`src/design/assert_macros.svh`:
```
// ----------------------------------------------------------------------------
// Assertion macros
// Concurrent assertion wrappers shared by the pressure compensation design.
// ----------------------------------------------------------------------------
`ifndef ASSERT_MACROS_SVH
`define ASSERT_MACROS_SVH
`ifndef SYNTH
`define ASSERT_CLK(lbl, clk, rst, prop) \
  lbl: assert property (@(posedge clk) disable iff (rst) prop) \
    else $error("assertion failed");
`define ASSERT_ALWAYS(lbl, clk, prop) \
  lbl: assert property (@(posedge clk) prop) \
    else $error("assertion failed");
`else
`define ASSERT_CLK(lbl, clk, rst, prop)
`define ASSERT_ALWAYS(lbl, clk, prop)
`endif
`endif

```
`src/design/baro_pc_pkg.sv`:
```
// ----------------------------------------------------------------------------
// Barometric compensation package
// Shared types and constants of the pressure compensation pipeline.
// ----------------------------------------------------------------------------
package baro_pc_pkg;

  localparam int CfgIdxW = 3;

  localparam logic [CfgIdxW-1:0] REG_SENS       = 3'd0;
  localparam logic [CfgIdxW-1:0] REG_OFF        = 3'd1;
  localparam logic [CfgIdxW-1:0] REG_SENS_TEMP  = 3'd2;
  localparam logic [CfgIdxW-1:0] REG_OFF_TEMP   = 3'd3;
  localparam logic [CfgIdxW-1:0] REG_REF_TEMP   = 3'd4;
  localparam logic [CfgIdxW-1:0] REG_TEMP_SLOPE = 3'd5;

  localparam logic signed [18:0] TEMP_BASE    = 19'sd2000;
  localparam logic signed [17:0] TEMP_LOW_OFS = -18'sd3500;
  localparam logic signed [18:0] TEMP_LOW_ADJ = 19'sd3500;

  typedef struct packed {
    logic [15:0] sens;
    logic [15:0] off;
    logic [15:0] sens_temp;
    logic [15:0] off_temp;
    logic [15:0] ref_temp;
    logic [15:0] temp_slope;
  } cal_t;

  typedef struct packed {
    logic [23:0]        d1;
    logic signed [17:0] dtemp;
    logic signed [18:0] temp;
    logic signed [35:0] off;
    logic signed [34:0] sens;
    logic [17:0]        t2;
    logic               lt0;
    logic               lt1;
  } lin_t;

  typedef struct packed {
    logic [23:0]        d1;
    logic signed [41:0] off_c;
    logic signed [41:0] sens_c;
    logic signed [19:0] temp_c;
  } comp_t;

endpackage

```
`src/design/baro_pc_press.sv`:
```
// ----------------------------------------------------------------------------
// Pressure output stage
// Multiplies the raw pressure by the corrected sensitivity in two partial
// products, removes the offset, and saturates both results.
// ----------------------------------------------------------------------------
module baro_pc_press (
  input  logic               clk,
  input  logic               rst,
  input  logic               comp_valid,
  input  baro_pc_pkg::comp_t comp,
  output logic               out_valid,
  output logic [23:0]        pressure,
  output logic signed [15:0] temperature
);
  import baro_pc_pkg::*;

  logic               s7_valid;
  logic [44:0]        s7_pp_lo;
  logic signed [45:0] s7_pp_hi;
  logic signed [41:0] s7_off;
  logic signed [19:0] s7_temp;

  logic               s8_valid;
  logic signed [66:0] s8_sum;
  logic signed [41:0] s8_off;
  logic signed [19:0] s8_temp;

  logic               s9_valid;
  logic signed [46:0] s9_x;
  logic signed [19:0] s9_temp;

  logic [23:0]        pressure_next;
  logic signed [15:0] temperature_next;

  always_comb begin
    if (s9_x[46]) begin
      pressure_next = '0;
    end else if (s9_x[45:39] != 7'd0) begin
      pressure_next = '1;
    end else begin
      pressure_next = s9_x[38:15];
    end
    if (s9_temp[19] && (s9_temp[18:15] != 4'hF)) begin
      temperature_next = 16'sh8000;
    end else if (!s9_temp[19] && (s9_temp[18:15] != 4'h0)) begin
      temperature_next = 16'sh7FFF;
    end else begin
      temperature_next = s9_temp[15:0];
    end
  end

  always_ff @(posedge clk) begin
    if (rst) begin
      s7_valid  <= 1'b0;
      s8_valid  <= 1'b0;
      s9_valid  <= 1'b0;
      out_valid <= 1'b0;
    end else begin
      s7_valid  <= comp_valid;
      s8_valid  <= s7_valid;
      s9_valid  <= s8_valid;
      out_valid <= s9_valid;
    end
  end

  always_ff @(posedge clk) begin
    s7_pp_lo    <= {21'b0, comp.d1} * {24'b0, comp.sens_c[20:0]};
    s7_pp_hi    <= $signed({1'b0, comp.d1}) * $signed(comp.sens_c[41:21]);
    s7_off      <= comp.off_c;
    s7_temp     <= comp.temp_c;
    s8_sum      <= $signed({s7_pp_hi, 21'b0}) + $signed({22'b0, s7_pp_lo});
    s8_off      <= s7_off;
    s8_temp     <= s7_temp;
    s9_x        <= $signed({s8_sum[66], s8_sum[66:21]}) - 47'(s8_off);
    s9_temp     <= s8_temp;
    pressure    <= pressure_next;
    temperature <= temperature_next;
  end

endmodule

```
`config.mk`:
```
export PLATFORM = sky130hd
export DESIGN_NAME = baro_pc_press
export DESIGN_NICKNAME = d
export VERILOG_FILES = /design/src/design/assert_macros.svh /design/src/design/baro_pc_pkg.sv /design/src/design/baro_pc_press.sv
export SDC_FILE = /design/constraint.sdc
export NUM_CORES = 2
export LEC_CHECK = 0
export BUFFER_PORTS_ARGS = -buffer_cell sky130_fd_sc_hd__buf_2
export CAP_MARGIN = 20
export CORE_UTILIZATION = 50
export CTS_BUF_LIST = sky130_fd_sc_hd__clkbuf_2
export CTS_CLUSTER_DIAMETER = 200
export CTS_CLUSTER_SIZE = 24
export DETAILED_ROUTE_END_ITERATION = 7
export GPL_TIMING_DRIVEN = 0
export PLACE_DENSITY = 0.67
export SLEW_MARGIN = 15
export SYNTH_ARGS = -nofsm -noshare
export SYNTH_HDL_FRONTEND = slang
export SYNTH_SLANG_ARGS = --single-unit
export TNS_END_PERCENT = 20
```
`constraint.sdc`:
```
create_clock -name clk -period 14.4 [get_ports clk]
set_input_delay 2.16 -clock clk [delete_from_list [all_inputs] [get_ports clk]]
set_output_delay 2.16 -clock clk [all_outputs]
set_load 0.02 [all_outputs]
```
== Word-level counts from Yosys, hierarchy flattened ==
Index checks and enable logic that the tools add are counted.
Cells by class
  add/subtract/negate cells: 2
  multiply operators: 2
  eq/ne operators: 1
  multiplexer cells: 2
  reductions and logical operators: 5
Operators with widths (count)
  67-bit by 46-bit adder with 67-bit output: 1
  46-bit by 42-bit subtractor with 47-bit output: 1
  25-bit by 21-bit multiplier with 46-bit output: 1
  24-bit by 21-bit multiplier with 45-bit output: 1
  24-bit two-way mux: 1
  16-bit two-way mux: 1
  7-bit nonzero test: 1
  4-bit inequality test, second input constant: 1
  4-bit nonzero test: 1
  1-bit logical AND: 2
  1-bit zero test: 1
Word-level totals
  register bits: 393
  output and inout bits: 41
  logic and storage cells: 27

== Depth between registers and ports, before layout ==
  depth after elaboration: 3
  gate-level depth with buffers: 26
  gate-level depth less buffers: 25

== Worst setup path before layout ==
Ideal clock, no wire load.
  kind: input to register
  start: in comp[26] in the netlist's numbering
  end: reg s7_pp_lo[41]
  setup time: 0.123 ns
  arrival time: 8.204 ns
  data required time: 14.277 ns
  slack: 6.073 ns
  stages: 24
  path buffers: 1
  path through: clkbuf_1 > nand2_1 > fa_1 > inv_1 > fa_1 > inv_1 > fa_1 > inv_1 > fa_1 > fa_1 > fa_1 > inv_1 > fa_1 > inv_1 > ha_1 > a21o_1 > a221oi_1 > o21bai_1 > a311oi_1 > nand3_1 > a31o_2 > a21oi_1 > o21bai_1 > xor2_1
On the way
  longest elaborated chain between the ends: 1
RTL lines
  from (decl): RTL line baro_pc_press.sv:10  | input baro_pc_pkg::comp_t comp,
  24-bit by 21-bit multiplier with 45-bit output: RTL line baro_pc_press.sv:67  | s7_pp_lo <= {21'b0, comp.d1} * {24'b0, comp.sens_c[20:0]};
  to (signal assigned): RTL line baro_pc_press.sv:67
  to (decl): RTL line baro_pc_press.sv:18  | logic [44:0] s7_pp_lo;
No other way between the ends.
A chain may end at the register's enable or synchronous reset.

== Worst setup path in the final report ==
  start: in comp[119] in the netlist's numbering
  end: reg s7_pp_lo[41]
Same word-level chain as after synthesis.

==> impl_metrics.yaml <==
status:
  status: "finished, final reports clean"
yosys:
  async_flop_share_pct: 0
  synth_edf_count: 0
  synthDistinctLibCells: 82
  synth-warning-count: 0
  avgSynthCellArea_um2: 9.325
  synth-seq-area-share_pct: 15.41
  syn_inst: 4682
  synth-main-ff-cell: "dfxtp_1"
  ys_ff_latch: 336
  synth_area_um2: 43660
  synth_nets: 6048
timing:
  tns_ns: 0
  tightest_slew_ns: 1.220
  maxSlewHeadroom_pct: 18.67
  period_needed_ns: 10.16
  setup_viol: 0
  hold_viol: 0
  period_share_pct: 70.55
  clock.fmax_mhz: 98.44
  slew_violations: 0
  grt_setup_unrepaired: "false"
  skew_ns: 0.07647
clock_network:
  postCtsSetupBuffers: 0
  clock_path_buffers: 3
  cts_hold_buffers: 0
  cts_tree: "yes"
  cts_root_buf: "clkbuf_2"
  clk-insertion-delay-late_ns: 0.90
  postCtsResizedCells: 0
  numCtsBuffers: 17
  clkTransAtPathRegs_ns: 0.41
  htreeDepth: 1
  cts_sinks: 336
route:
  detail-route-antenna-nets: 0
  via_count: 32187
  post_drt_wl_per_cell_um: 21.53
  drc: 0
  drtPass1Iterations: 7
  routed_wl_um: 130000
  via_per_inst: 5.331
  drt_iter0_drc: 2108
floorplanning:
  rows: 108
  die-area_um2: 88500
  ios: 172
  initial_core_util_pct: 50.40
  die_y_um: 297.5
  coreArea_um2: 86620
  chipWidth_um: 297.5
run:
  drv_cap: 0
cells_and_area:
  fin_nets: 6243
  area_growth_pct: 5.660
  final_cell_mix: "inv_1, fa_1, nand2_1"
  final_common_cell: "inv_1"
  drive_gt1_share_pct: 4.902
setup_path:
  cp.required_ns: 15.17
  worstPathMaxFanout: 10
  endpoint_kind: "register"
  arrival_ns: 10.93
  critPathLaunchType: "input pin"
  path_class: "input pin to register"
global_routing:
  grt_pass1_wl_um: 199500
  grt_usage_pct: 29.84
  grt_max_degree: 25
  overflow: 0
  antenna_found_initial: 22
  grt_pass1_vias: 33329
placement:
  gp_congestion: 1.019
  hpwl_um: 109800
  io_buffer_count: 171
worst_hold_path:
  hold_path_class: "register to register"
## routing by layer
metal | share of wire [%] | routed length (um) | global-route usage (%) | up-vias
met5 | 0.080 | 104 | 0 | -
met4 | 4.7 | 6104 | 12.04 | 16
met3 | 8.2 | 10690 | 5.178 | 281
met2 | 48 | 62480 | 51.18 | 1314
met1 | 39 | 50600 | 37.23 | 16118
li1 | - | - | - | 14458
## registers in the layout, indices dropped and copies added (netlist names)
signal       count
s7_off          42
s9_x            32
s9_temp         20
out_valid        1
s7_valid         1
s8_sum          46
s7_pp_hi        46
s8_valid         1
s9_valid         1
temperature     16
s7_pp_lo        24
pressure        24
s7_temp         20
s8_temp         20
s8_off          42
## cell usage after synthesis, types with 13 or more instances
cell type | count | area [um2]
nor2b_1 | 26 | 162.7
clkbuf_1 | 202 | 758.2
nand4_1 | 34 | 212.7
a21o_1 | 90 | 675.7
dfxtp_1 | 336 | 6726
nor2_1 | 126 | 473.0
nand3_1 | 29 | 145.1
fa_1 | 831 | 16640
inv_1 | 972 | 3649
nand2b_1 | 23 | 143.9
ha_1 | 404 | 5055
xnor2_1 | 81 | 709.4
o21bai_1 | 13 | 97.59
a21oi_1 | 118 | 590.6
and3_1 | 14 | 87.58
o21ai_0 | 60 | 300.3
nand2_1 | 608 | 2282
o21a_1 | 22 | 165.2
a31oi_1 | 16 | 100.1
xor2_1 | 57 | 499.2
and2_1 | 465 | 2909
## critical path, cell delays in order
cell and delay (ns):
buf_2 0.22, clkbuf_1 0.89, nand2_1 0.20, fa_1 0.58, inv_1 0.05, fa_1 0.48
inv_1 0.06, fa_1 0.50, inv_1 0.06, fa_1 0.55, fa_1 0.43, fa_1 0.54
inv_1 0.07, fa_1 0.48, inv_1 0.04, ha_1 0.35, a21o_1 0.21, a221oi_1 0.28
o21bai_1 0.17, a311oi_1 0.75, nand3_1 0.60, a31o_2 0.45, a21oi_1 0.22, o21bai_1 0.11
xor2_1 0.46
## through the flow
stage	instances	setup WS, ns	utilization (%)	hold WS (ns)	instance area [um2]
after global routing	6032	4.296	53.24	0.2569	46110
after detailed placement	6012	3.480	53.12	0.3121	46010
after CTS	6030	4.546	53.22	0.2783	46100
after floorplan	4682	6.073	-	0.3096	43660
after global placement	6008	3.519	53.06	0.3096	45960
final	6038	4.241	53.26	0.3011	46130
## logic make-up after synthesis
group	after synthesis	share of synthesized area, %
AOI/OAI and AO/OA	415	6.400
buffers and inverters	1182	10.19
xor gates and xnor gates	138	2.768
and+or+nand+nor	1374	15.51
muxes	2	0.04586
adders and majority gates	1235	49.68
DFF	336	15.41
## path summary, 6_finish.rpt
| check | cells after the start | from | endpoint | slack, ns |
|---|---|---|---|---|
| worst max-delay path | 25 | comp[119] | s7_pp_lo[41] | 4.24 |
| worst min-delay path | 0 | s7_off[39] | s8_off[39] | 0.30 |
| worst max register to register | 13 | s7_pp_lo[21] | s8_sum[61] | 11.37 |
| worst min register to register | 0 | s7_off[39] | s8_off[39] | 0.30 |
## area by class of cell
cell class | instances | area, um2
Buffer | 210 | 798.3
Sequential cell | 336 | 6726
Tap cell | 1155 | 1445
Clock inverter | 1 | 3.754
Multi-Input combinational cell | 3164 | 32480
Inverter | 972 | 3649
Fill cell | 8022 | 40490
Clock buffer | 17 | 85.08
Antenna cell | 7 | 17.52
Timing Repair Buffer | 176 | 919.6
Power is not shown: default switching activity piles up to over one toggle a cycle in this logic, so the estimate is an artifact.
