`config.mk`:
```
export PLATFORM = sky130hd
export DESIGN_NAME = baro_pc_front
export DESIGN_NICKNAME = d
export VERILOG_FILES = /design/src/design/baro_pc_pkg.sv /design/src/design/baro_pc_front.sv
export VERILOG_INCLUDE_DIRS = /design/src /design/src/design
export SDC_FILE = /design/constraint.sdc
export NUM_CORES = 2
export LEC_CHECK = 0
export BUFFER_PORTS_ARGS = -buffer_cell sky130_fd_sc_hd__buf_2
export CORE_UTILIZATION = 58
export DETAILED_ROUTE_END_ITERATION = 8
export GPL_TIMING_DRIVEN = 0
export PLACE_DENSITY = 0.8
export SLEW_MARGIN = 20
export SYNTH_ARGS = -nofsm -noshare
export SYNTH_HDL_FRONTEND = slang
export SYNTH_SLANG_ARGS = --single-unit
```
`constraint.sdc`:
```
create_clock -name clk -period 21.9 [get_ports clk]
set_clock_uncertainty 0.2 [all_clocks]
set_input_delay 4.38 -clock clk [delete_from_list [all_inputs] [get_ports clk]]
set_output_delay 4.38 -clock clk [all_outputs]
set_load 0.1 [all_outputs]
```
`src/design/assert_macros.svh`:
```
// ----------------------------------------------------------------------------
// Assertion macros
// Concurrent assertion wrappers shared by the pressure compensation design.
// ----------------------------------------------------------------------------
`ifndef ASSERT_MACROS_SVH
`define ASSERT_MACROS_SVH
`ifndef SYNTH
`define ASSERT_CLK(lbl, clk, rst, prop) \
  lbl: assert property (@(posedge clk) disable iff (rst) prop) \
    else $error("assertion failed");
`define ASSERT_ALWAYS(lbl, clk, prop) \
  lbl: assert property (@(posedge clk) prop) \
    else $error("assertion failed");
`else
`define ASSERT_CLK(lbl, clk, rst, prop)
`define ASSERT_ALWAYS(lbl, clk, prop)
`endif
`endif

```
`src/design/baro_pc_pkg.sv`:
```
// ----------------------------------------------------------------------------
// Barometric compensation package
// Shared types and constants of the pressure compensation pipeline.
// ----------------------------------------------------------------------------
package baro_pc_pkg;

  localparam int CfgIdxW = 3;

  localparam logic [CfgIdxW-1:0] REG_SENS       = 3'd0;
  localparam logic [CfgIdxW-1:0] REG_OFF        = 3'd1;
  localparam logic [CfgIdxW-1:0] REG_SENS_TEMP  = 3'd2;
  localparam logic [CfgIdxW-1:0] REG_OFF_TEMP   = 3'd3;
  localparam logic [CfgIdxW-1:0] REG_REF_TEMP   = 3'd4;
  localparam logic [CfgIdxW-1:0] REG_TEMP_SLOPE = 3'd5;

  localparam logic signed [18:0] TEMP_BASE    = 19'sd2000;
  localparam logic signed [17:0] TEMP_LOW_OFS = -18'sd3500;
  localparam logic signed [18:0] TEMP_LOW_ADJ = 19'sd3500;

  typedef struct packed {
    logic [15:0] sens;
    logic [15:0] off;
    logic [15:0] sens_temp;
    logic [15:0] off_temp;
    logic [15:0] ref_temp;
    logic [15:0] temp_slope;
  } cal_t;

  typedef struct packed {
    logic [23:0]        d1;
    logic signed [17:0] dtemp;
    logic signed [18:0] temp;
    logic signed [35:0] off;
    logic signed [34:0] sens;
    logic [17:0]        t2;
    logic               lt0;
    logic               lt1;
  } lin_t;

  typedef struct packed {
    logic [23:0]        d1;
    logic signed [41:0] off_c;
    logic signed [41:0] sens_c;
    logic signed [19:0] temp_c;
  } comp_t;

endpackage

```
`src/design/baro_pc_front.sv`:
```
// ----------------------------------------------------------------------------
// Linear terms
// Computes dT, its products with the calibration words, and the first-order
// temperature, offset and sensitivity over three register stages.
// ----------------------------------------------------------------------------
`include "assert_macros.svh"

module baro_pc_front (
  input  logic               clk,
  input  logic               rst,
  input  baro_pc_pkg::cal_t  cal,
  input  logic               in_valid,
  input  logic [23:0]        d1_in,
  input  logic [23:0]        d2_in,
  output logic               lin_valid,
  output baro_pc_pkg::lin_t  lin
);
  import baro_pc_pkg::*;

  logic               s1_valid;
  logic [23:0]        s1_d1;
  logic signed [24:0] s1_dt;

  logic               s2_valid;
  logic [23:0]        s2_d1;
  logic signed [41:0] s2_pt;
  logic signed [41:0] s2_po;
  logic signed [41:0] s2_ps;
  logic signed [49:0] s2_pq;

  logic               s3_valid;
  lin_t               s3;
  lin_t               s3_next;

  always_comb begin
    s3_next.d1    = s2_d1;
    s3_next.dtemp = $signed(s2_pt[40:23]);
    s3_next.temp  = $signed({s3_next.dtemp[17], s3_next.dtemp}) + TEMP_BASE;
    s3_next.off   = $signed({4'b0, cal.off, 16'h0000}) + 36'(s2_po >>> 7);
    s3_next.sens  = $signed({4'b0, cal.sens, 15'h0000}) + 35'(s2_ps >>> 8);
    s3_next.t2    = s2_pq[48:31];
    s3_next.lt0   = s3_next.dtemp[17];
    s3_next.lt1   = (s3_next.dtemp < TEMP_LOW_OFS);
  end

  always_ff @(posedge clk) begin
    if (rst) begin
      s1_valid <= 1'b0;
      s2_valid <= 1'b0;
      s3_valid <= 1'b0;
    end else begin
      s1_valid <= in_valid;
      s2_valid <= s1_valid;
      s3_valid <= s2_valid;
    end
  end

  always_ff @(posedge clk) begin
    s1_d1 <= d1_in;
    s1_dt <= $signed({1'b0, d2_in}) - $signed({1'b0, cal.ref_temp, 8'h00});
    s2_d1 <= s1_d1;
    s2_pt <= s1_dt * $signed({1'b0, cal.temp_slope});
    s2_po <= s1_dt * $signed({1'b0, cal.off_temp});
    s2_ps <= s1_dt * $signed({1'b0, cal.sens_temp});
    s2_pq <= s1_dt * s1_dt;
    s3    <= s3_next;
  end

  assign lin_valid = s3_valid;
  assign lin       = s3;

  `ASSERT_CLK(a_cold_band_nested, clk, rst, (s3_valid && s3.lt1) |-> s3.lt0)

endmodule

```
Word-level counts from Yosys, hierarchy flattened --
Index checks and enable logic that the tools add are counted.
Operators by class: add/subtract/negate cells 4, multiply operators 4, div/mod/pow operators 0, $lt $le $gt $ge 1, equal/unequal tests 0, shifts and indexed selects 0, mux-type cells 0, bitwise gates (word level) 0, reductions and logical operators 0
Operators by type and width (number):
- multiplier 25 x 17 -> 42 bit | 2
- multiplier 25 x 25 -> 49 bit | 1
- multiplier 25 x 17 -> 41 bit | 1
- adder 33 x 35 -> 36 bit | 1
- adder 32 x 34 -> 35 bit | 1
- subtractor 24 x 24 -> 25 bit | 1
- adder 18 x 12 -> 19 bit (second input constant) | 1
- < comparator 18 x 13 -> 1 bit (second input constant) | 1
Word-level totals: bits in registers 402, latch bits 0, memory bits (writable) 0, ROM bits 0, input port bits 147, output and inout bits 153, logic and storage cells 27, memories 0

Logic depth before layout (Yosys ltp) --
word-level depth 1, gate-level depth with buffers 28, gate-level depth less buffers 27

Worst setup path before layout --
No wires, ideal clock.
path type input -> register, start input cal[53] in the netlist's numbering, end register s2_ps[41], setup time 0.072 ns, arrival 10.302 ns, required time 21.628 ns, path slack 11.326 ns, cell stages on the path 25, buffers on the path 2, path through clkbuf_1 > clkbuf_1 > nand2_1 > fa_1 > inv_1 > fa_1 > inv_1 > fa_1 > inv_1 > fa_1 > inv_1 > fa_1 > inv_1 > fa_1 > ha_1 > a21o_1 > a21oi_1 > o21ai_0 > a21oi_4 > or3_1 > or4b_4 > a311oi_2 > o21bai_2 > a21oi_2 > xnor2_1
Between the ends: longest elaborated chain between the ends 1
RTL lines:
- start: declaration | RTL line baro_pc_front.sv:11 | input baro_pc_pkg::cal_t cal,
- multiplier 25 x 17 -> 42 bit | RTL line baro_pc_front.sv:64 | s2_ps <= s1_dt * $signed({1'b0, cal.sens_temp});
- end signal: assignment | RTL line baro_pc_front.sv:64
- end: declaration | RTL line baro_pc_front.sv:28 | logic signed [41:0] s2_ps;
Every way passes these cells. A chain may end at the register's enable or synchronous reset.

Worst setup path after layout --
start input cal[5] in the netlist's numbering, end register s2_pt[40]
Between the ends: longest elaborated chain between the ends 1
RTL lines:
- multiplier 25 x 17 -> 41 bit | RTL line baro_pc_front.sv:62 | s2_pt <= s1_dt * $signed({1'b0, cal.temp_slope});
- end signal: assignment | RTL line baro_pc_front.sv:62
- end: declaration | RTL line baro_pc_front.sv:26 | logic signed [41:0] s2_pt;
Every way passes these cells.

==> run metrics <==
Achievable Freq approximately 0.083 GHz; fin nets 10,058; reg-to-reg startpoint s1_dt[18]; Synth Instances 7,332; CTS sink cnt about 330; Top Ports 300; TritonCTS buffer count 36; clk_lat worst skew 0.61 ns; synth warn 0; Worst path slowest cell o311ai_1; Finish-stage setup viols 0; simple-gate share of the synthesized area 12.8%; synth unique cells 72; Worst Path Buf+Inv 8; wire length per cell 21.4 µm; normalized max-slew margin 10.9%; area grow syn2layout 6.69%; R2R setup slack 11.99 ns; largest net degree at the start of global routing 16; Iteration-0 DRC Markers 4,219; Stages on worst setup path 25; Syn Nets 9,739; Hold Fails Final Rpt 0; Clock Pin Slew Worst Setup and Hold Paths 0.06 ns; vias post-DR 50,268; vias per std cell ~5.4; Die ar. ~0.12 mm²; largest family of logic cells by synthesized area adder cells; DIE HEIGHT 349 µm; outcome complete, no violations; Reg2Reg Capture Point s2_pq[47]; #FFs+latches synth 328; final worst path period share about 55%; Yosys top cell area share 50.6%; area leader, netlist fa_1; CTS Hold Bufs 0; portion of netlist area occupied by mux cells 0.0144%; end of the critical path s2_pt[40]; Area contributors post-synth fa_1, inv_1, dfxtp_1; Setup crit start kind input port; Initial DRT Pass Iterations 6; gr ovfl total 0; adder-cell area share of the yosys netlist between 50% and 60%; post-route setup TNS 0 ns; Max stage delay on crit path about 0.85 ns; CTS tree done; Syn Std Cell Area 0.0697 mm²; Post-synth top flop dfxtp_1; buffers inserted by post-CTS timing repair 0; root buf cell clkbuf_16; Initial Util 58.8%; Top Family by Delay on Critical Path adder cells; EDFF count, synth 0; maximum clock path buffer count 3; Routed WL 199 mm; vias in the first global route roughly 54,000; Max Cap Viol 0; gp weighted congestion 1.02; # DRC 0; min Tclk post-route 12.10 ns; Slew Limit Fails 0; critical path class in2reg; first-pass GRT wire length 307 mm; RSZ-0062 raised after global routing false; CP arrival about 12 ns; proportion of layout cells with a drive suffix above 1 ~5%; compound-cell area share of the yosys netlist 3.13%; global-route usage over all layers 34.2%; PortBufs 281; row count 126; Core ar. 0.119 mm²; worst r2r path cells 27; register area share after synthesis 9.43%; Hold Startpoint s1_d1[9]; CP endpoint kind flip-flop; async set-reset flop share out of synthesis 0%; post-synthesis xor/xnor area fraction under 10%; CP max FO 10; H-Tree Depth 2; syn_area_per_cell 9.50 µm²; worst slew pin tran 1.34 ns; CP startpoint cal[5]; DP Wirelength 169 mm; worst hold-check path type reg2reg; DIE WIDTH roughly 350 µm; required time of the critical path between 20 and 25 ns; cts repair resizes 0; Antenna Nets Post-Route 0; number of antenna violations at the first check in global routing 20
[layer usage]
layer  vias up  GRT usage, %  part of all wire [%]
met5         -         0.280                  0.18
met4        24          16.9                   6.1
met3       624          10.6                    12
met2      2549          53.1                    45
met1     25564          43.4                    36
li1      21507             -                     -
[stage by stage]
stage	setup slack (ns)	area [µm²]	hold WS, ns	utilization [%]	instances
finish	9.80	74300	0.119	62.7	9295
global route	9.51	74300	0.123	62.7	9280
CTS	10.07	74300	0.103	62.6	9278
detailed placement	9.49	73100	0.112	61.6	9213
global placement	9.53	73100	0.109	61.6	9213
floorplan	11.33	69700	0.110	-	7332
[final cells by class]
class / count / area (µm²)
diodes: 17 / 42.5
plain buffers: 321 / 1240
clock buffers: 43 / 977
clock inverters: 22 / 218
fillers: 9914 / 44200
inverters: 2039 / 7650
multi-input cells: 4644 / 54200
flip-flops and latches: 328 / 6570
well taps: 1600 / 2000
repair buffers: 281 / 1410
[worst min-delay path by stage]
| stage | slack, ns | endpoint | depth (start not counted) |
|---|---|---|---|
| floorplan | 0.11 | lin[10] | 0 |
| global placement | 0.11 | lin[140] | 0 |
| detailed placement | 0.11 | lin[22] | 0 |
| CTS | 0.10 | s2_d1[9] | 0 |
| global route | 0.12 | s2_d1[9] | 0 |
| finish | 0.12 | s2_d1[9] | 0 |
[registers in the layout, indices dropped and copies added, names as in the netlist, 18 cells and up]
signal  flops
s2_pt      18
s1_d1      24
s1_dt      25
lin       147
s2_po      35
s2_pq      18
s2_d1      24
s2_ps      34
[cells in the final DEF (no fill, tap or decap), types with 20 or more instances in the layout]
cell type	instances
o21a_1	22
o21ai_0	69
fa_1	1762
nor2_1	135
clkbuf_1	304
a21oi_1	97
nand3_1	23
inv_1	2039
nor3_1	28
xor2_1	50
nand2_1	959
nand2b_1	21
and3_1	20
buf_2	282
and2_1	589
clkbuf_16	36
xnor2_1	136
ha_1	498
nor2b_1	41
a21o_1	48
dfxtp_1	328
[cells in the mapped netlist, types with 11 or more instances]
| library cell | instances |
|---|---|
| ha_1 | 498 |
| and2_1 | 589 |
| clkbuf_1 | 313 |
| nor2_1 | 135 |
| nand4_1 | 15 |
| nand3_1 | 23 |
| dfxtp_1 | 328 |
| a21oi_1 | 97 |
| a31oi_1 | 11 |
| a211oi_1 | 14 |
| nor2b_1 | 41 |
| o21a_1 | 22 |
| nand2b_1 | 21 |
| fa_1 | 1762 |
| nor3_1 | 28 |
| inv_1 | 2039 |
| nand2_1 | 959 |
| xor2_1 | 50 |
| a21o_1 | 48 |
| and3_1 | 20 |
| o21ai_0 | 69 |
| xnor2_1 | 136 |
[cells by family after synthesis]
kind of cell,Yosys count
AOI/OAI and AO/OA,333
xor gates and xnor gates,186
adders and majority gates,2260
buffers and inverters,2360
DFF,328
muxes,1
and+or+nand+nor,1864
Power is left out: the tool's default activity adds up to more than one toggle a clock period on the data nets, which glitch-free logic cannot reach.
