**src/design/assert_macros.svh**
```systemverilog
// ----------------------------------------------------------------------------
// Assertion macros
// Concurrent assertion wrappers shared by the pressure compensation design.
// ----------------------------------------------------------------------------
`ifndef ASSERT_MACROS_SVH
`define ASSERT_MACROS_SVH
`ifndef SYNTH
`define ASSERT_CLK(lbl, clk, rst, prop) \
  lbl: assert property (@(posedge clk) disable iff (rst) prop) \
    else $error("assertion failed");
`define ASSERT_ALWAYS(lbl, clk, prop) \
  lbl: assert property (@(posedge clk) prop) \
    else $error("assertion failed");
`else
`define ASSERT_CLK(lbl, clk, rst, prop)
`define ASSERT_ALWAYS(lbl, clk, prop)
`endif
`endif

```
**src/design/baro_pc_pkg.sv**
```systemverilog
// ----------------------------------------------------------------------------
// Barometric compensation package
// Shared types and constants of the pressure compensation pipeline.
// ----------------------------------------------------------------------------
package baro_pc_pkg;

  localparam int CfgIdxW = 3;

  localparam logic [CfgIdxW-1:0] REG_SENS       = 3'd0;
  localparam logic [CfgIdxW-1:0] REG_OFF        = 3'd1;
  localparam logic [CfgIdxW-1:0] REG_SENS_TEMP  = 3'd2;
  localparam logic [CfgIdxW-1:0] REG_OFF_TEMP   = 3'd3;
  localparam logic [CfgIdxW-1:0] REG_REF_TEMP   = 3'd4;
  localparam logic [CfgIdxW-1:0] REG_TEMP_SLOPE = 3'd5;

  localparam logic signed [18:0] TEMP_BASE    = 19'sd2000;
  localparam logic signed [17:0] TEMP_LOW_OFS = -18'sd3500;
  localparam logic signed [18:0] TEMP_LOW_ADJ = 19'sd3500;

  typedef struct packed {
    logic [15:0] sens;
    logic [15:0] off;
    logic [15:0] sens_temp;
    logic [15:0] off_temp;
    logic [15:0] ref_temp;
    logic [15:0] temp_slope;
  } cal_t;

  typedef struct packed {
    logic [23:0]        d1;
    logic signed [17:0] dtemp;
    logic signed [18:0] temp;
    logic signed [35:0] off;
    logic signed [34:0] sens;
    logic [17:0]        t2;
    logic               lt0;
    logic               lt1;
  } lin_t;

  typedef struct packed {
    logic [23:0]        d1;
    logic signed [41:0] off_c;
    logic signed [41:0] sens_c;
    logic signed [19:0] temp_c;
  } comp_t;

endpackage

```
**src/design/baro_pc_corr.sv**
```systemverilog
// ----------------------------------------------------------------------------
// Second-order correction
// Squares the temperature deviations, forms OFF2 and SENS2 for the cold
// bands, and applies T2, OFF2 and SENS2 to temperature, offset and sensitivity.
// ----------------------------------------------------------------------------
`include "assert_macros.svh"

module baro_pc_corr (
  input  logic               clk,
  input  logic               rst,
  input  logic               lin_valid,
  input  baro_pc_pkg::lin_t  lin,
  output logic               comp_valid,
  output baro_pc_pkg::comp_t comp
);
  import baro_pc_pkg::*;

  logic signed [18:0] xb;
  logic signed [35:0] sq_a;
  logic signed [37:0] sq_b;

  logic               s4_valid;
  lin_t               s4;
  logic [34:0]        s4_a;
  logic [34:0]        s4_b;

  logic [39:0]        a5;
  logic [39:0]        b7;
  logic [39:0]        b11;
  logic [39:0]        off2_next;
  logic [39:0]        sens2_next;

  logic               s5_valid;
  logic [23:0]        s5_d1;
  logic signed [35:0] s5_off;
  logic signed [34:0] s5_sens;
  logic signed [19:0] s5_temp;
  logic [39:0]        s5_off2;
  logic [39:0]        s5_sens2;

  logic               s6_valid;
  comp_t              s6;

  always_comb begin
    xb   = $signed({lin.dtemp[17], lin.dtemp}) + TEMP_LOW_ADJ;
    sq_a = lin.dtemp * lin.dtemp;
    sq_b = xb * xb;
  end

  always_comb begin
    a5  = {5'b0, s4_a} + {3'b0, s4_a, 2'b00};
    b7  = {2'b0, s4_b, 3'b000} - {5'b0, s4_b};
    b11 = {2'b0, s4_b, 3'b000} + {4'b0, s4_b, 1'b0} + {5'b0, s4_b};
    off2_next  = '0;
    sens2_next = '0;
    if (s4.lt0) begin
      off2_next  = {1'b0, a5[39:1]};
      sens2_next = {2'b0, a5[39:2]};
      if (s4.lt1) begin
        off2_next  = off2_next + b7;
        sens2_next = sens2_next + {1'b0, b11[39:1]};
      end
    end
  end

  always_ff @(posedge clk) begin
    if (rst) begin
      s4_valid <= 1'b0;
      s5_valid <= 1'b0;
      s6_valid <= 1'b0;
    end else begin
      s4_valid <= lin_valid;
      s5_valid <= s4_valid;
      s6_valid <= s5_valid;
    end
  end

  always_ff @(posedge clk) begin
    s4       <= lin;
    s4_a     <= sq_a[34:0];
    s4_b     <= sq_b[34:0];
    s5_d1    <= s4.d1;
    s5_off   <= s4.off;
    s5_sens  <= s4.sens;
    s5_temp  <= s4.lt0 ? (20'(s4.temp) - $signed({2'b00, s4.t2})) : 20'(s4.temp);
    s5_off2  <= off2_next;
    s5_sens2 <= sens2_next;
    s6.d1     <= s5_d1;
    s6.off_c  <= 42'(s5_off) - $signed({2'b00, s5_off2});
    s6.sens_c <= 42'(s5_sens) - $signed({2'b00, s5_sens2});
    s6.temp_c <= s5_temp;
  end

  assign comp_valid = s6_valid;
  assign comp       = s6;

  `ASSERT_CLK(a_warm_no_corr, clk, rst, (s4_valid && !s4.lt0) |=> ((s5_off2 | s5_sens2) == '0))

endmodule

```
**config.mk**
```make
export PLATFORM = sky130hd
export DESIGN_NAME = baro_pc_corr
export DESIGN_NICKNAME = d
export VERILOG_FILES = /design/src/design/baro_pc_pkg.sv /design/src/design/baro_pc_corr.sv
export VERILOG_INCLUDE_DIRS = /design/src /design/src/design
export SDC_FILE = /design/constraint.sdc
export NUM_CORES = 2
export LEC_CHECK = 0
export ABC_AREA = 1
export BUFFER_PORTS_ARGS = -buffer_cell sky130_fd_sc_hd__buf_2
export CAP_MARGIN = 10
export CORE_ASPECT_RATIO = 1.4
export CORE_MARGIN = 2
export CORE_UTILIZATION = 40
export DETAILED_ROUTE_END_ITERATION = 10
export SETUP_SLACK_MARGIN = 0.02
export SYNTH_ARGS = -nofsm -noshare
export SYNTH_HDL_FRONTEND = slang
export SYNTH_SLANG_ARGS = --single-unit
```
**constraint.sdc**
```tcl
create_clock -name clk -period 17.35 [get_ports clk]
set_input_delay 1.735 -clock clk [delete_from_list [all_inputs] [get_ports clk]]
set_output_delay 1.735 -clock clk [all_outputs]
set_load 0.03 [all_outputs]
```
# Word-level counts from Yosys, hierarchy flattened

Cells that the tools add are included.

Flip-flop bits (word level): 530
Output and inout port bits: 129
Input bits: 155

Multipliers: 2
Reductions and logical operators: 1
Add/subtract/negate cells: 10
Muxes and demuxes: 3

Operators with widths:

| operator                                                         | count |
|---|---|
| 35-bit by 41-bit subtractor with 42-bit output                   | 1 |
| 36-bit by 41-bit subtractor with 42-bit output                   | 1 |
| 36-bit by 39-bit adder with 40-bit output                        | 1 |
| 38-bit by 39-bit adder with 40-bit output                        | 1 |
| 39-bit by 35-bit adder with 40-bit output                        | 1 |
| 38-bit by 36-bit adder with 39-bit output                        | 1 |
| 39-bit 2-to-1 mux                                                | 1 |
| 38-bit by 35-bit subtractor with 39-bit output                   | 1 |
| 35-bit by 37-bit adder with 38-bit output                        | 1 |
| 38-bit 2-to-1 mux                                                | 1 |
| 18-bit by 18-bit multiplier with 35-bit output                   | 1 |
| 19-bit by 19-bit multiplier with 35-bit output                   | 1 |
| 20-bit 2-to-1 mux                                                | 1 |
| 19-bit by 19-bit subtractor with 20-bit output                   | 1 |
| 18-bit by 13-bit adder with 19-bit output, second input constant | 1 |
| 2-bit AND reduction                                              | 1 |

# Longest topological paths before layout

Word-level depth: 4
Mapped depth: 40

# Worst setup path before layout

OpenSTA, ideal clock, no wires.

Kind: input to register
Start point: input lin[112] (netlist bit)
End point: register s4_b[33]
Stages on the path: 32
Library setup time: 0.112 ns
Data arrival time: 8.727 ns
Slack: 8.511 ns
Cell sequence: buf_6 -> inv_1 -> clkbuf_1 -> ha_1 -> inv_1 -> nand2_1 -> nand2_1 -> nand2_2 -> a21oi_2 -> nand4_1 -> nand3_2 -> buf_2 -> nor2_1 -> fa_1 -> fa_1 -> fa_1 -> inv_1 -> fa_1 -> inv_1 -> fa_1 -> inv_1 -> fa_1 -> inv_1 -> ha_1 -> ha_1 -> a21o_1 -> inv_1 -> o21ai_0 -> a221oi_1 -> nand2_1 -> nand2_1 -> nand2_1

Cells in the longest elaborated chain, start to end: 2

RTL lines:

| what                                           | RTL line           | source |
|---|---|---|
| from (decl)                                    | baro_pc_corr.sv:12 | `input baro_pc_pkg::lin_t lin,` |
| 18-bit by 13-bit adder with 19-bit output      | baro_pc_corr.sv:45 | `xb = $signed({lin.dtemp[17], lin.dtemp}) + TEMP_LOW_ADJ;` |
| 19-bit by 19-bit multiplier with 35-bit output | baro_pc_corr.sv:47 | `sq_b = xb * xb;` |
| net sq_b[33]                                   | baro_pc_corr.sv:20 | `logic signed [37:0] sq_b;` |
| to (signal assigned)                           | baro_pc_corr.sv:81 | `s4_b <= sq_b[34:0];` |
| to (decl)                                      | baro_pc_corr.sv:25 | `logic [34:0] s4_b;` |

The timed path passes the listed nets, and every way through them passes these cells.
A chain may end at the register's enable or synchronous reset.

# Worst setup path in the final report

Ends and elaborated chain as after synthesis.

==> impl_results.md <==
- Endpoints failing setup: 0
- Crit path launch: lin[112]
- Syn nets: between 8k and 9k
- Final Non-Filler Cells: between 9k and 10k
- NumNets Final: ~8.5k
- Sequential share of the synthesized area: roughly 20%
- Crit path DAT: a little over 10000 ps
- Final worst-path cycle share: about 55%
- Maximum clock path buffer count: 3
- RSZ-0062 raised after global routing: no
- Most common cell on crit path: inv_1
- Setup slack, reg-to-reg: 11840 ps
- Most common cell after layout, fill and taps aside: inv_1
- DR vias/cell: 5.03
- Hold Vio Cnt, Final: 0
- Vias in the first global route: a little under 50k
- CTS tree: built
- Hold-fix buffers, CTS: 0
- Synth warn: 0
- Seq cells post-synth: ~520
- Post-Place Worst Slack: 7070 ps
- Port Buf Inserts: around 280
- Gr ovfl total: 0
- Post-DRT Antenna Nets: 0
- Top_reg_cell synth: dfxtp_1
- First-pass GRT wire length: 271000 µm
- DIE HEIGHT: ~440 µm
- Reg2reg start: s4_b[2]$_DFF_P_
- Initial antenna violation count: 0
- DRC viols: 0
- Die ar.: roughly 0.14 mm²
- Starting density of the core: approximately 40%
- Synth async-reset ratio: 0%
- Worst-path clk slew: 70 ps
- Post-synth EDFFs: 0
- Register area: 0.0105 mm²
- PnR worst setup slack: just under 8000 ps
- Post-synth top area cell: fa_1
- CP Class: primary input to flip-flop
- Data required time at the worst endpoint: about 18000 ps
- CTS H-tree depth: 2
- Core Rows: 158
- Least-Margin Pin Slew: roughly 1300 ps
- Critical path capture point: s4_b[33]$_DFF_P_
- Pin count of the biggest net entering global routing: 63
- Multi-input logic area: about 0.037 mm²
- Gates resized, CTS repair: 0
- CP Launch Type: primary input
- Post-layout instance area: just under 0.06 mm²
- Layout cell share with drive strength beyond 1: between 5 and 6%
- Placed Cells: around 9.0k
- Die X: roughly 310 µm
- Area Growth Syn to Fin: 9.24%
- Via Count: approximately 46k
- DRT iter0 DRCs: approximately 2.7k
- Clock Skews: 30.7 ps
- Gate Count Post-Synth: between 7k and 8k
- Post-CTS Setup Inserts: 0
- Mapped Area: between 0.05 and 0.06 mm²
- 1st-pass router iterations: 6
- Clk_lat worst skew: 650 ps
- Top cell type's share of synthesized area: approximately 24%
- DRT Wirelength: 176000 µm
- Synth unique cells: 59
- Status: finished, final reports clean
- Worst hold path depth: 0
- Max incr delay on CP: between 900 and 1000 ps
- Hold crit path type: flip-flop to flip-flop
- Maximum capacitance violations: 0
- Drt wl/cell: 19.4 µm
- Commonest cells after routing, fill and taps aside: inv_1, nand2_1, nor2_1, fa_1, dfxtp_1
- Dpl hpwl: between 150000 and 200000 µm
- Total negative slack: 0 ps
- Most area-consuming cells after synthesis: fa_1, dfxtp_1, ha_1, inv_1, nand2_1
- Clk sink count: about 520
- Slew Limit Fails: 0
- Final min period: 9550 ps
- Boundary pin count: about 280
- Root Buffer: clkbuf_16
- Setup crit end kind: flip-flop
- Max transition margin: 11.6%
- Placer's final routability congestion estimate: slightly above 1
- R2r worst-path depth: 17
- Synth Area per Inst: approximately 7.6 µm²
- FMAX: approximately 100 MHz
- Slowest cell on crit path: fa_1
- Post-DP Area: 0.0569 mm²
- Reg2reg end: s5_sens2[29]$_SDFF_PN0_
- Worst Path Max Fanout: 27
- Fillers: roughly 14k
- Total track usage: roughly 26%
- Total CTS buffers: 46
- Core area: roughly 0.13 mm²
[cell usage after synthesis (all sizes together), types with 19 or more instances]
master,n
nor4,19
nor3,50
xnor2,77
o21bai,53
or2,19
nand3,299
nor2,656
nand2,1386
nand3b,20
nand4,65
a21o,54
a31oi,38
xor2,180
fa,643
dfxtp,524
inv,1537
clkbuf,50
o21ai,267
buf,33
ha,479
a21oi,456
[per-stage QoR]
stage                     utilization, %  hold WS (ps)
final                               44.1           324
after global routing                44.0           334
after CTS                           44.0           323
after detailed placement            42.9           312
after global placement              42.9           310
after floorplan                        -           310
[critical path, delay by kind of cell]
family	cells	cell delay (ps)
AOI/OAI and AO/OA	4	820
adders and majority gates	9	4680
buffers and inverters	8	1230
and+or+nand+nor	9	1590
[sequential cells by signal, indices dropped and copies added, names as in the netlist]
name and flops:
s5_off2 40, comp 128, s4_valid 1, s4_a 32, s5_sens 35, s4 134
s5_temp 20, comp_valid 1, s4_b 34, s5_d1 24, s5_valid 1, s5_sens2 38
s5_off 36
[metal layers]
layer	wire [µm]	GRT usage, %	part of all wire (%)
met3	7020	2.56	4.0
met1	65000	27.3	37
met2	89800	47.9	51
met5	0	0	0
met4	14000	17.4	8.0
[layout make-up]
cell class                      instances  area share (%)
Clock inverter                         27           0.595
Inverter                             1545            9.92
Multi-Input combinational cell       4855            63.0
Antenna cell                            1         0.00428
Tap cell                             1760            3.77
Sequential cell                       524            18.0
Timing Repair Buffer                  299            2.63
Clock buffer                           57            2.09
[cell families (layout without fill, tap and decap cells)]
family,count (synthesis),after routing,share of synthesized area [%]
other,0,1,0
buffers and inverters,1628,1928,11.5
XOR/XNOR,257,257,4.24
flip-flops,524,524,19.6
AND/OR/NAND/NOR,2546,2546,19.7
AO/OA/AOI/OAI,930,930,9.67
adder cells (fa/ha/maj),1122,1122,35.3
[worst min path at each step]
stage                        from                  end
5_1_grt            s4[28]$_DFF_P_   s5_sens[8]$_DFF_P_
3_5_place_dp       s4[89]$_DFF_P_   s5_off[34]$_DFF_P_
2_1_floorplan  s5_temp[0]$_DFF_P_      comp[0]$_DFF_P_
6_report           s4[49]$_DFF_P_  s5_sens[29]$_DFF_P_
3_3_place_gp      s4[144]$_DFF_P_    s5_d1[16]$_DFF_P_
4_1_cts           s4[133]$_DFF_P_     s5_d1[5]$_DFF_P_
Power is left out: the tool's default activity adds up to more than one toggle a clock period on the data nets, which glitch-free logic cannot reach.
